`src/rtl/core/drfp_pkg.sv`:
```
// shared types, character codes and limits for the decimal field parser
`timescale 1ns / 1ps
package drfp_pkg;

  localparam int DRFP_ACC_WIDTH = 63;
  localparam int DRFP_VAL_W     = 63;
  localparam int DRFP_EXP_W     = 14;
  localparam int DRFP_CNT_W     = 6;

  localparam logic [DRFP_EXP_W-1:0] DRFP_EXP_MAX = DRFP_EXP_W'(9999);
  localparam logic [DRFP_CNT_W-1:0] DRFP_CNT_MAX = DRFP_CNT_W'(63);

  localparam logic [2:0] CL_DIGIT = 3'd0;
  localparam logic [2:0] CL_SPACE = 3'd1;
  localparam logic [2:0] CL_MINUS = 3'd2;
  localparam logic [2:0] CL_PLUS  = 3'd3;
  localparam logic [2:0] CL_POINT = 3'd4;
  localparam logic [2:0] CL_EXPL  = 3'd5;
  localparam logic [2:0] CL_OTHER = 3'd6;

  localparam logic [7:0] CH_ZERO  = 8'h30;
  localparam logic [7:0] CH_NINE  = 8'h39;
  localparam logic [7:0] CH_SPACE = 8'h20;
  localparam logic [7:0] CH_TAB   = 8'h09;
  localparam logic [7:0] CH_CR    = 8'h0D;
  localparam logic [7:0] CH_MINUS = 8'h2D;
  localparam logic [7:0] CH_PLUS  = 8'h2B;
  localparam logic [7:0] CH_POINT = 8'h2E;
  localparam logic [7:0] CH_UP_E  = 8'h45;
  localparam logic [7:0] CH_LO_E  = 8'h65;
  localparam logic [7:0] CH_UP_D  = 8'h44;
  localparam logic [7:0] CH_LO_D  = 8'h64;

  typedef struct packed {
    logic [7:0] character;
    logic       last_char;
  } in_t;

  typedef struct packed {
    logic                  ok;
    logic                  negative;
    logic [DRFP_VAL_W-1:0] whole_value;
    logic [DRFP_VAL_W-1:0] frac_value;
    logic [DRFP_CNT_W-1:0] frac_digits;
    logic                  exp_negative;
    logic [DRFP_EXP_W-1:0] exp_value;
    logic                  overflow;
  } out_t;

  typedef struct packed {
    logic [2:0] cls;
    logic [3:0] digit;
  } char_info_t;

endpackage

```
`src/rtl/core/drfp_classify.sv`:
```
// character classifier: class code and digit value of one byte
`timescale 1ns / 1ps
module drfp_classify (
  input  logic [7:0]              character,
  output drfp_pkg::char_info_t    info
);
  import drfp_pkg::*;

  always_comb begin
    info.digit = character[3:0];
    priority if (character >= CH_ZERO && character <= CH_NINE) begin
      info.cls = CL_DIGIT;
    end else if (character == CH_SPACE || (character >= CH_TAB && character <= CH_CR)) begin
      info.cls = CL_SPACE;
    end else if (character == CH_MINUS) begin
      info.cls = CL_MINUS;
    end else if (character == CH_PLUS) begin
      info.cls = CL_PLUS;
    end else if (character == CH_POINT) begin
      info.cls = CL_POINT;
    end else if (character == CH_UP_E || character == CH_LO_E ||
                 character == CH_UP_D || character == CH_LO_D) begin
      info.cls = CL_EXPL;
    end else begin
      info.cls = CL_OTHER;
    end
  end

endmodule

```
`src/rtl/core/drfp_parse.sv`:
```
// parse state registers, per-character update and result formation
`timescale 1ns / 1ps
module drfp_parse #(
  parameter int AccWidth = drfp_pkg::DRFP_ACC_WIDTH
) (
  input  logic                 clk,
  input  logic                 rst_n,
  input  logic                 step,
  input  logic                 last,
  input  drfp_pkg::char_info_t info,
  output drfp_pkg::out_t       res
);
  import drfp_pkg::*;

  localparam int SumW = AccWidth + 4;
  localparam int ExpSumW = DRFP_EXP_W + 4;

  localparam logic [3:0] PH_WAIT    = 4'd0;
  localparam logic [3:0] PH_NUMSIGN = 4'd1;
  localparam logic [3:0] PH_WHOLE   = 4'd2;
  localparam logic [3:0] PH_DOT     = 4'd3;
  localparam logic [3:0] PH_FRAC    = 4'd4;
  localparam logic [3:0] PH_EXPLET  = 4'd5;
  localparam logic [3:0] PH_EXPSIGN = 4'd6;
  localparam logic [3:0] PH_EXP     = 4'd7;
  localparam logic [3:0] PH_DONE    = 4'd8;

  logic [3:0]            phase_r, phase_nxt;
  logic                  failed_r, failed_nxt;
  logic                  sign_r, sign_nxt;
  logic [AccWidth-1:0]   whole_r, whole_nxt;
  logic [AccWidth-1:0]   frac_r, frac_nxt;
  logic [DRFP_CNT_W-1:0] fcnt_r, fcnt_nxt;
  logic                  esign_r, esign_nxt;
  logic [DRFP_EXP_W-1:0] exp_r, exp_nxt;
  logic                  saw_whole_r, saw_whole_nxt;
  logic                  saw_frac_r, saw_frac_nxt;
  logic                  sat_r, sat_nxt;

  logic [SumW-1:0]       whole_sum, frac_sum;
  logic [ExpSumW-1:0]    exp_sum;
  logic                  whole_ovf, frac_ovf, exp_ovf, fcnt_full;
  logic [AccWidth-1:0]   whole_push, frac_push;
  logic [DRFP_EXP_W-1:0] exp_push;
  logic                  bad, good;

  // acc * 10 + digit; whole and fraction saturate at all-ones, the exponent at DRFP_EXP_MAX
  assign whole_sum = {1'b0, whole_r, 3'b000} + {3'b000, whole_r, 1'b0} + SumW'(info.digit);
  assign frac_sum  = {1'b0, frac_r, 3'b000} + {3'b000, frac_r, 1'b0} + SumW'(info.digit);
  assign exp_sum   = {1'b0, exp_r, 3'b000} + {3'b000, exp_r, 1'b0} + ExpSumW'(info.digit);

  assign whole_ovf  = |whole_sum[SumW-1:AccWidth];
  assign frac_ovf   = |frac_sum[SumW-1:AccWidth];
  assign exp_ovf    = exp_sum > ExpSumW'(DRFP_EXP_MAX);
  assign fcnt_full  = fcnt_r == DRFP_CNT_MAX;
  assign whole_push = whole_ovf ? '1 : whole_sum[AccWidth-1:0];
  assign frac_push  = frac_ovf ? '1 : frac_sum[AccWidth-1:0];
  assign exp_push   = exp_ovf ? DRFP_EXP_MAX : exp_sum[DRFP_EXP_W-1:0];

  always_comb begin
    phase_nxt     = phase_r;
    failed_nxt    = failed_r;
    sign_nxt      = sign_r;
    whole_nxt     = whole_r;
    frac_nxt      = frac_r;
    fcnt_nxt      = fcnt_r;
    esign_nxt     = esign_r;
    exp_nxt       = exp_r;
    saw_whole_nxt = saw_whole_r;
    saw_frac_nxt  = saw_frac_r;
    sat_nxt       = sat_r;
    bad           = 1'b0;
    if (!failed_r) begin
      unique case (phase_r)
        PH_WAIT, PH_NUMSIGN: begin
          if (info.cls == CL_DIGIT) begin
            whole_nxt     = whole_push;
            sat_nxt       = sat_r | whole_ovf;
            saw_whole_nxt = 1'b1;
            phase_nxt     = PH_WHOLE;
          end else if (info.cls == CL_POINT) begin
            phase_nxt = PH_DOT;
          end else if (phase_r == PH_WAIT && info.cls == CL_SPACE) begin
            phase_nxt = PH_WAIT;
          end else if (phase_r == PH_WAIT && info.cls == CL_MINUS) begin
            sign_nxt  = 1'b1;
            phase_nxt = PH_NUMSIGN;
          end else if (phase_r == PH_WAIT && info.cls == CL_PLUS) begin
            phase_nxt = PH_NUMSIGN;
          end else begin
            bad = 1'b1;
          end
        end
        PH_WHOLE: begin
          if (info.cls == CL_DIGIT) begin
            whole_nxt = whole_push;
            sat_nxt   = sat_r | whole_ovf;
          end else if (info.cls == CL_POINT) begin
            phase_nxt = PH_DOT;
          end else begin
            bad = 1'b1;
          end
        end
        PH_DOT, PH_FRAC: begin
          if (info.cls == CL_DIGIT) begin
            frac_nxt     = frac_push;
            sat_nxt      = sat_r | frac_ovf | fcnt_full;
            fcnt_nxt     = fcnt_full ? fcnt_r : fcnt_r + DRFP_CNT_W'(1);
            saw_frac_nxt = 1'b1;
            phase_nxt    = PH_FRAC;
          end else if (info.cls == CL_SPACE) begin
            phase_nxt = PH_DONE;
          end else if (info.cls == CL_EXPL) begin
            phase_nxt = PH_EXPLET;
          end else begin
            bad = 1'b1;
          end
        end
        PH_EXPLET: begin
          if (info.cls == CL_MINUS) begin
            esign_nxt = 1'b1;
            phase_nxt = PH_EXPSIGN;
          end else if (info.cls == CL_PLUS) begin
            phase_nxt = PH_EXPSIGN;
          end else if (info.cls == CL_DIGIT) begin
            exp_nxt   = exp_push;
            sat_nxt   = sat_r | exp_ovf;
            phase_nxt = PH_EXP;
          end else begin
            bad = 1'b1;
          end
        end
        PH_EXPSIGN: begin
          if (info.cls == CL_DIGIT) begin
            exp_nxt   = exp_push;
            sat_nxt   = sat_r | exp_ovf;
            phase_nxt = PH_EXP;
          end else begin
            bad = 1'b1;
          end
        end
        PH_EXP: begin
          if (info.cls == CL_DIGIT) begin
            exp_nxt = exp_push;
            sat_nxt = sat_r | exp_ovf;
          end else if (info.cls == CL_SPACE) begin
            phase_nxt = PH_DONE;
          end else begin
            bad = 1'b1;
          end
        end
        default: begin
          // trailing whitespace only
          bad = info.cls != CL_SPACE;
        end
      endcase
    end
    failed_nxt = failed_r | bad;
  end

  always_comb begin
    good             = !failed_nxt && (saw_whole_nxt || saw_frac_nxt);
    res.ok           = good;
    res.negative     = good & sign_nxt;
    res.whole_value  = good ? DRFP_VAL_W'(whole_nxt) : '0;
    res.frac_value   = good ? DRFP_VAL_W'(frac_nxt) : '0;
    res.frac_digits  = good ? fcnt_nxt : '0;
    res.exp_negative = good & esign_nxt;
    res.exp_value    = good ? exp_nxt : '0;
    res.overflow     = good & sat_nxt;
  end

  always_ff @(posedge clk) begin
    if (!rst_n || (step && last)) begin
      phase_r     <= PH_WAIT;
      failed_r    <= 1'b0;
      sign_r      <= 1'b0;
      whole_r     <= '0;
      frac_r      <= '0;
      fcnt_r      <= '0;
      esign_r     <= 1'b0;
      exp_r       <= '0;
      saw_whole_r <= 1'b0;
      saw_frac_r  <= 1'b0;
      sat_r       <= 1'b0;
    end else if (step) begin
      phase_r     <= phase_nxt;
      failed_r    <= failed_nxt;
      sign_r      <= sign_nxt;
      whole_r     <= whole_nxt;
      frac_r      <= frac_nxt;
      fcnt_r      <= fcnt_nxt;
      esign_r     <= esign_nxt;
      exp_r       <= exp_nxt;
      saw_whole_r <= saw_whole_nxt;
      saw_frac_r  <= saw_frac_nxt;
      sat_r       <= sat_nxt;
    end
  end

endmodule

```
`src/rtl/core/decimal_real_field_parser_top.sv`:
```
// top level of the decimal field parser: input register, parse step, result register
//
//  channel  ports                          item
//  input    in_valid  in_ready  in_data    one character and its last-character mark
//  result   out_valid out_ready out_data   one parsed field, given on its last character
//
// one character per cycle, save that a last character waits for a full result register;
// an item waits in the input register; its result, if any, is registered in the result
// register; the loop that sets the rate is the state update (multiply by ten, add)
// reset (rst_n low at a clock edge) empties both registers and clears the parse state
// a stalled result holds only a last character; other characters keep flowing
`timescale 1ns / 1ps
module decimal_real_field_parser_top #(
  parameter int AccWidth = drfp_pkg::DRFP_ACC_WIDTH
) (
  input  logic           clk,
  input  logic           rst_n,
  input  logic           in_valid,
  output logic           in_ready,
  input  drfp_pkg::in_t  in_data,
  output logic           out_valid,
  input  logic           out_ready,
  output drfp_pkg::out_t out_data
);
  import drfp_pkg::*;

  in_t        in_r;
  logic       in_vld_r, in_vld_nxt;
  out_t       out_r;
  logic       out_vld_r, out_vld_nxt;
  logic       out_free, step;
  char_info_t info;
  out_t       res;

  assign out_free   = !out_vld_r || out_ready;
  assign step       = in_vld_r && (!in_r.last_char || out_free);
  assign in_ready   = !in_vld_r || step;
  assign in_vld_nxt = (in_valid && in_ready) || (in_vld_r && !step);
  assign out_vld_nxt = (step && in_r.last_char) || (out_vld_r && !out_ready);

  drfp_classify u_classify (
    .character (in_r.character),
    .info      (info)
  );

  drfp_parse #(
    .AccWidth (AccWidth)
  ) u_parse (
    .clk   (clk),
    .rst_n (rst_n),
    .step  (step),
    .last  (in_r.last_char),
    .info  (info),
    .res   (res)
  );

  always_ff @(posedge clk) begin
    if (!rst_n) begin
      in_vld_r  <= 1'b0;
      out_vld_r <= 1'b0;
    end else begin
      in_vld_r  <= in_vld_nxt;
      out_vld_r <= out_vld_nxt;
    end
  end

  always_ff @(posedge clk) begin
    if (in_valid && in_ready) begin
      in_r <= in_data;
    end
    if (step && in_r.last_char) begin
      out_r <= res;
    end
  end

  assign out_valid = out_vld_r;
  assign out_data  = out_r;

endmodule

```
`config.mk`:
```
export PLATFORM = sky130hd
export DESIGN_NAME = decimal_real_field_parser_top
export DESIGN_NICKNAME = d
export VERILOG_FILES = /design/src/rtl/core/drfp_pkg.sv /design/src/rtl/core/drfp_classify.sv /design/src/rtl/core/drfp_parse.sv /design/src/rtl/core/decimal_real_field_parser_top.sv
export SDC_FILE = /design/constraint.sdc
export NUM_CORES = 1
export LEC_CHECK = 0
export BUFFER_PORTS_ARGS = -buffer_cell sky130_fd_sc_hd__clkbuf_2
export CAP_MARGIN = 20
export CORE_MARGIN = 3
export CORE_UTILIZATION = 35
export CTS_CLUSTER_DIAMETER = 30
export DETAILED_ROUTE_END_ITERATION = 10
export REMOVE_ABC_BUFFERS = 1
export SYNTH_ARGS = -nofsm -noshare
export SYNTH_HDL_FRONTEND = slang
export SYNTH_HIERARCHICAL = 1
export SYNTH_SLANG_ARGS = --single-unit
```
`constraint.sdc`:
```
create_clock -name clk -period 9.1 [get_ports clk]
set_clock_uncertainty 0.2 [all_clocks]
set_input_delay 0.455 -clock clk [delete_from_list [all_inputs] [get_ports clk]]
set_output_delay 0.455 -clock clk [all_outputs]
set_load 0.1 [all_outputs]
```
==> metrics.csv, run 1 <==
stage,metric,value,unit
run_status,run status,finished clean,
die,Die Span X,265.1,um
clocking,Resize count post-CTS,0,
timing,crit share post-route,0.6643,
clocking,post-CTS setup buffer count,0,
setup_path,"Arr. time, crit path",6.19,ns
route,vias,21350,
die,die area,70260,um^2
pwr,Worst VDD drop,0.1436,mV
clocking,CTS tree,yes,
synthesis,Ys Warns,6,
die,Initial Utilization,0.3554,
setup_path,Worst path max stage delay,0.80,ns
synthesis,asr flop ratio synth,0,
die,io pins,165,
synthesis,post-synthesis mux area share,0.001278,
final_layout,nets,3079,
synthesis,post-synthesis cell count,2688,
placed_design,PortBufs,164,
setup_path,"reg-to-reg slack, setup",3.05,ns
die,Die H,265.1,um
clocking,root buffer cell,clkbuf_16,
clocking,worst skew pair latency,0.60,ns
timing,worst-margin pin slew,1.193,ns
timing,Peak Freq,0.1654,GHz
flow_run,max-cap violation count,0,
synthesis,#FFs+latches synth,317,
synthesis,Post-synth EDFFs,159,
global_route,largest net degree at the start of global routing,151,
placed_design,dpl cells,3552,
placed_design,HPWL after DPL,49.49,mm
pwr,pwr dens,165.0,nW/um^2
clocking,H-Tree Depth,3,
setup_path,R2R depth,13,
global_route,GRT Total Usage,0.1970,
setup_path,Critical Path Start Type,register,
setup_path,CP endpoint,out_data[80],
setup_path,Worst Path Max Fanout,51,
timing,RSZ-0062 raised after global routing,no,
setup_path,CP Buf/Inv Count,1,
timing,hold_ws,0.1788,ns
die,Core ar.,66100,um^2
final_layout,fin cells,3710,
route,drt total wl,70.48,mm
setup_path,critical path class,register to register,
route,routed len/inst,19.00,um
timing,min cycle time layout,6.045,ns
synthesis,distinct cell type count after synthesis,88,
route,DR vias/cell,5.754,
die,row count,94,
clocking,clock-pin slew on the worst setup and hold paths,0.05,ns
synthesis,Compound-Gate Fraction of Synth Area,0.2731,
synthesis,Adder-Cell Fraction of Synth Area,0.1532,
setup_path,Top Family by Delay on Critical Path,compound AO/OA/AOI/OAI gates,
worst_hold_path,Hold Crit Class,input pin to register,
setup_path,critical path's slowest cell,nor3_4,
synthesis,Post-Synth XOR/XNOR Area,0.04772,
global_route,first-pass GRT wire length,113.5,mm
global_route,initial antenna violation count,0,
final_layout,share of layout cells above drive strength 1,0.1349,
global_route,Overflow after GRT,0,
clocking,clock sink total,317,
pwr,overall power,4.554,mW
timing,Final Hold Viols,0,
setup_path,R2R Path Start,in_r[4],
timing,final setup violation count,0,
setup_path,Crit path required time,9.25,ns
timing,final worst slack,3.055,ns
final_layout,n_diodes,0,
route,DRC,0,
synthesis,ys flop type,edfxtp_1,
final_layout,Layout area overhead,17.49,%
timing,fin. max-slew vios,0,
global_route,vias in the first global route,21120,
setup_path,CP Depth,13,
placed_design,RePlAce Congestion,0.8950,
synthesis,"Avg Cell Area, Syn",8.739,um^2
clocking,CTS max path bufs,3,
setup_path,CP startpoint,in_r[4],
route,DR pass1 iterations,5,
synthesis,"Cell Area, Synth",23490,um^2
synthesis,combinational family with the most area after synthesis,compound AO/OA/AOI/OAI gates,
setup_path,Critical Path Sink Type,register,
synthesis,"Seq/Total Area, Yosys",0.3379,
timing,Slew headroom,0.1838,
clocking,clock buffer count from CTS,78,
setup_path,CP cell instances,"fa_1, fa_1, a21o_1, a221o_1, a211oi_1, o21ai_1, a21boi_2, o21ai_1, a211o_1, nor3_4, buf_4, o21a_1, nor2_1",
synthesis,post-synthesis simple-gate area fraction,0.1466,
final_layout,Filler Cell Count,6537,
clocking,Post-CTS Hold Buffers,13,
placed_design,pre-CTS worst setup slack,3.198,ns
pwr,P_leak,11.33,nW
route,DRT antenna net count,0,
route,Starting DRT DRC Count,1626,
setup_path,worst r2r dst,out_data[80],
==> how the worst min path moves through the flow <==
stage	startpoint	to	cells after the start
3_3_place_gp	u_parse/sign_r	u_parse/sign_r	2
5_1_grt	rst_n	u_parse/exp_r[4]	3
2_1_floorplan	u_parse/esign_r	u_parse/esign_r	2
3_5_place_dp	u_parse/esign_r	u_parse/esign_r	2
6_report	rst_n	u_parse/exp_r[4]	3
4_1_cts	rst_n	u_parse/exp_r[6]	3
==> cell usage in the layout (no fill, tap or decap), types with 44 or more instances in the layout <==
cell type / instances
nand4_1: 47
a21oi_1: 275
a211oi_1: 93
nor2_1: 314
edfxtp_1: 159
dfxtp_1: 158
a21o_1: 61
inv_1: 44
a31oi_1: 66
clkbuf_2: 164
clkbuf_16: 83
nor3_1: 47
nand2_1: 148
o21ai_0: 248
ha_1: 278
xnor2_1: 83
xor2_1: 45
==> per-stage QoR <==
step | utilization | TNS, ns | area [um^2]
finish | 0.4175 | 0 | 27600
global route | 0.4175 | 0 | 27600
CTS | 0.4174 | 0 | 27590
detailed placement | 0.3754 | 0 | 24820
global placement | 0.3752 | 0 | 24800
floorplan | - | -151.73 | 22710
==> cell usage after synthesis (all sizes together) (6+ instances only) <==
| cell type | number | area share |
|---|---|---|
| nand4 | 47 | 0.013 |
| buf | 38 | 0.011 |
| xnor2 | 83 | 0.031 |
| nand3 | 34 | 0.0072 |
| fa | 6 | 0.0051 |
| a221oi | 6 | 0.0025 |
| o21a | 23 | 0.0074 |
| a211o | 7 | 0.0027 |
| nand2b | 28 | 0.0075 |
| o21bai | 29 | 0.0094 |
| a311oi | 12 | 0.0047 |
| o2111ai | 6 | 0.0022 |
| a21oi | 277 | 0.060 |
| a21boi | 16 | 0.0053 |
| dfxtp | 158 | 0.13 |
| xor2 | 45 | 0.017 |
| or3 | 12 | 0.0032 |
| nand2 | 150 | 0.024 |
| o211ai | 28 | 0.0089 |
| clkbuf | 141 | 0.023 |
| o41ai | 6 | 0.0026 |
| and3 | 14 | 0.0037 |
| or4 | 6 | 0.0019 |
| ha | 278 | 0.15 |
| a211oi | 124 | 0.046 |
| nor4 | 15 | 0.0046 |
| inv | 45 | 0.0072 |
| o221ai | 7 | 0.0029 |
| o21ai | 261 | 0.056 |
| nor3 | 50 | 0.011 |
| o31ai | 13 | 0.0042 |
| nor3b | 9 | 0.0031 |
| nor2 | 319 | 0.051 |
| a21o | 61 | 0.019 |
| or2 | 10 | 0.0027 |
| nor2b | 12 | 0.0032 |
| a31oi | 67 | 0.018 |
| edfxtp | 159 | 0.20 |
| and2 | 18 | 0.0048 |
==> report_power, final <==
part	internal [mW]	switching (mW)	leakage (nW)
sequential	1.52	0.0217	2.71
combinational	0.0388	0.211	7.33
clock	1.88	0.883	1.29
==> worst reg2reg max path, stage by stage (launching register included) <==
cell	delay, ns
edfxtp_1	0.55
fa_1	0.60
fa_1	0.48
a21o_1	0.20
a221o_1	0.37
a211oi_1	0.43
o21ai_1	0.23
a21boi_2	0.32
o21ai_1	0.22
a211o_1	0.41
nor3_4	0.80
buf_4	0.62
o21a_1	0.31
nor2_1	0.06
==> cell type report <==
class,count,area [um^2],share of cell area
Timing Repair Buffer,193,1095,0.03967
Tap cell,864,1081,0.03917
Multi-Input combinational cell,2147,14670,0.5316
Clock inverter,43,437.9,0.01587
Sequential cell,317,7938,0.2876
Clock buffer,101,2205,0.07988
Inverter,45,170.2,0.006166
==> flip-flops by register name, summed over array words and instances, names as in the netlist, 4 cells and up <==
name / cells
out_data: 150
u_parse/whole_r: 63
u_parse/frac_r: 63
u_parse/exp_r: 14
in_r: 9
u_parse/phase_r: 4
u_parse/fcnt_r: 6
==> logic make-up after synthesis <==
| group | count (synthesis) |
|---|---|
| adders and majority gates | 284 |
| DFF | 317 |
| xor gates and xnor gates | 128 |
| AOI/OAI and AO/OA | 995 |
| and+or+nand+nor | 737 |
| muxes | 3 |
| buffers and inverters | 224 |
==> metal layers <==
layer / share of wire / global-route usage / up-vias
met3: 0.059 / 0.03358 / 106
met4: 0.024 / 0.06840 / 0
met2: 0.45 / 0.3171 / 649
met5: 0 / 0 / -
li1: - / - / 10320
met1: 0.46 / 0.2679 / 10270
Note: power is estimated with default switching activity, not from simulation.
==> inputs of run 2 (changes only) <==
==> constraint.sdc (replaced) <==
create_clock -name clk -period 4.9 [get_ports clk]
set_clock_uncertainty 0.2 [all_clocks]
set_input_delay 0.245 -clock clk [delete_from_list [all_inputs] [get_ports clk]]
set_output_delay 0.245 -clock clk [all_outputs]
set_load 0.1 [all_outputs]
==> run 2 against run 1 <==
  * Non-clock buffer count increased by 28
  * Clock power increased by 93%
  * Wire length increased by 2.4%
  * Setup slack got worse by 2.9 ns
  * Fmax increased by 29%
  * Global-route usage increased by 0.44 points
  * Sequential cell count unchanged
  * Combinational power increased by 91%
  * Critical endpoint is now out_data[81]
  * Highest routed layer is now met5
==> metrics.csv, run 2 (synthesis results as in run 1) <==
stage,metric,value,unit
setup_path,"reg-to-reg slack, setup",0.20,ns
clocking,clock buffer count from CTS,79,
route,vias,21500,
route,DR vias/cell,5.750,
die,io pins,165,
route,routed len/inst,19.30,um
route,Starting DRT DRC Count,1649,
clocking,CTS max path bufs,3,
die,die area,70260,um^2
clocking,CTS tree,yes,
clocking,clock-pin slew on the worst setup and hold paths,0.05,ns
setup_path,critical path class,register to register,
worst_hold_path,Hold Crit Class,input pin to register,
setup_path,worst r2r dst,out_data[81],
placed_design,dpl cells,3579,
setup_path,CP startpoint,in_r[4],
die,Core ar.,66100,um^2
die,Initial Utilization,0.3554,
placed_design,PortBufs,164,
route,DRC,0,
timing,setup TNS,0,ns
global_route,largest net degree at the start of global routing,151,
setup_path,Worst Path Max Fanout,5,
pwr,pwr dens,308.3,nW/um^2
timing,fin. max-slew vios,0,
placed_design,DP Area,25150,um^2
final_layout,n_diodes,0,
die,Die H,265.1,um
timing,Slew headroom,0.2897,
timing,min cycle time layout,4.700,ns
final_layout,fin cells,3739,
timing,worst-margin pin slew,1.065,ns
placed_design,RePlAce Congestion,0.9219,
final_layout,"commonest cells after routing, fill and taps aside","nor2_1, ha_1, a21oi_1",
die,Die Span X,265.1,um
timing,RSZ-0062 raised after global routing,no,
global_route,initial antenna violation count,1,
timing,final setup violation count,0,
pwr,Worst VDD drop,0.2167,mV
route,DRT antenna net count,0,
run_status,run status,finished clean,
pwr,P_leak,11.55,nW
final_layout,share of layout cells above drive strength 1,0.1496,
timing,hold_ws,0.1936,ns
timing,final worst slack,0.1995,ns
global_route,Overflow after GRT,0,
global_route,GRT Total Usage,0.2014,
global_route,vias in the first global route,21020,
setup_path,R2R depth,13,
worst_hold_path,Hold Path Stages,2,
setup_path,Critical Path Start Type,register,
clocking,H-Tree Depth,3,
final_layout,Layout area overhead,19.65,%
timing,crit share post-route,0.9593,
setup_path,Crit path required time,5.02,ns
die,row count,94,
clocking,clock sink total,317,
placed_design,HPWL after DPL,51.63,mm
setup_path,"Arr. time, crit path",4.82,ns
final_layout,post-route design area,28110,um^2
setup_path,R2R Path Start,in_r[4],
flow_run,max-cap violation count,0,
clocking,root buffer cell,clkbuf_16,
clocking,worst skew pair latency,0.60,ns
timing,Final Hold Viols,0,
timing,Peak Freq,0.2127,GHz
final_layout,Filler Cell Count,6512,
route,DR pass1 iterations,5,
final_layout,max reg flops,150,
placed_design,pre-CTS worst setup slack,0.06178,ns
setup_path,CP endpoint,out_data[81],
route,drt total wl,72.15,mm
final_layout,"most common cell after layout, fill and taps aside",nor2_1,
setup_path,Critical Path Sink Type,register,
global_route,first-pass GRT wire length,115.7,mm
final_layout,nets,3108,
-- run 2: changes by cell type in the layout (fill, tap and decap cells not counted), moves of 3 or more --
cell        before  now
a211oi_1        93   90
clkbuf_1        12    7
buf_12           1   12
buf_4           13   31
bufinv_16        6   10
clkinvlp_4       5   10
a211oi_2        31   34
-- run 2: worst min path at each step --
stage,slack [ns],from,end
after global placement,0.23,in_data[0],in_r[0]
after global routing,0.18,in_data[5],in_r[5]
final,0.19,in_data[0],in_r[0]
after detailed placement,0.23,in_data[0],in_r[0]
after CTS,0.15,in_data[1],in_r[1]
after floorplan,0.14,in_data[0],in_r[0]
-- run 2: worst max-delay path, cell delays in order (launching register included) --
cell and delay [ns]:
edfxtp_1 0.50, fa_1 0.57, ha_1 0.34, a211oi_1 0.29, o21bai_2 0.18, o2111a_1 0.29
o211ai_1 0.36, a21boi_0 0.23, a21o_1 0.23, a21boi_0 0.38, o221ai_1 0.27, a21oi_1 0.25
xnor2_1 0.19, a21oi_1 0.12
-- run 2: timing repair --
action | 4_1_cts | 5_1_grt
buffers inserted | 0 | 2
hold buffers | 13 | 0
setup endpoints to repair | 0 | 126
gates resized for setup | 0 | 15
endpoints found under the hold margin | 11 | 0
-- run 2: layout make-up --
type                    count  area, um^2  area share
clock buffers              96        2163     0.07697
clock inverters            49       578.1     0.02057
inverters                  45       168.9    0.006010
multi-input cells        2147       14740      0.5245
flip-flops and latches    317        7938      0.2824
well taps                 864        1081     0.03846
repair buffers            221        1435     0.05106
-- run 2: where the power goes --
part           internal (mW)  switching (mW)  total [mW]  leakage (nW)
combinational         0.0782           0.399       0.477          7.52
clock                   3.66            1.66        5.32          1.32
sequential              2.83          0.0379        2.87          2.71
total                   6.57            2.10        8.66          11.5
-- run 2: per-stage QoR --
| step | utilization | total power [mW] |
|---|---|---|
| 6_report | 0.4252 | 8.665 |
| 5_1_grt | 0.4252 | 8.939 |
| 4_1_cts | 0.4239 | 8.768 |
| 3_5_place_dp | 0.3804 | 3.382 |
| 3_3_place_gp | 0.3804 | 3.378 |
| 2_1_floorplan | - | 3.266 |
-- run 2: layer usage --
metal  routed length, um  part of all wire  vias up  track usage
li1                    -                 -    10370            -
met3                4468             0.062      126      0.03737
met2               32490              0.45      662       0.3228
met5                   8           0.00011        -            0
met4                2056             0.028        2      0.07033
met1               33130              0.46    10340       0.2731
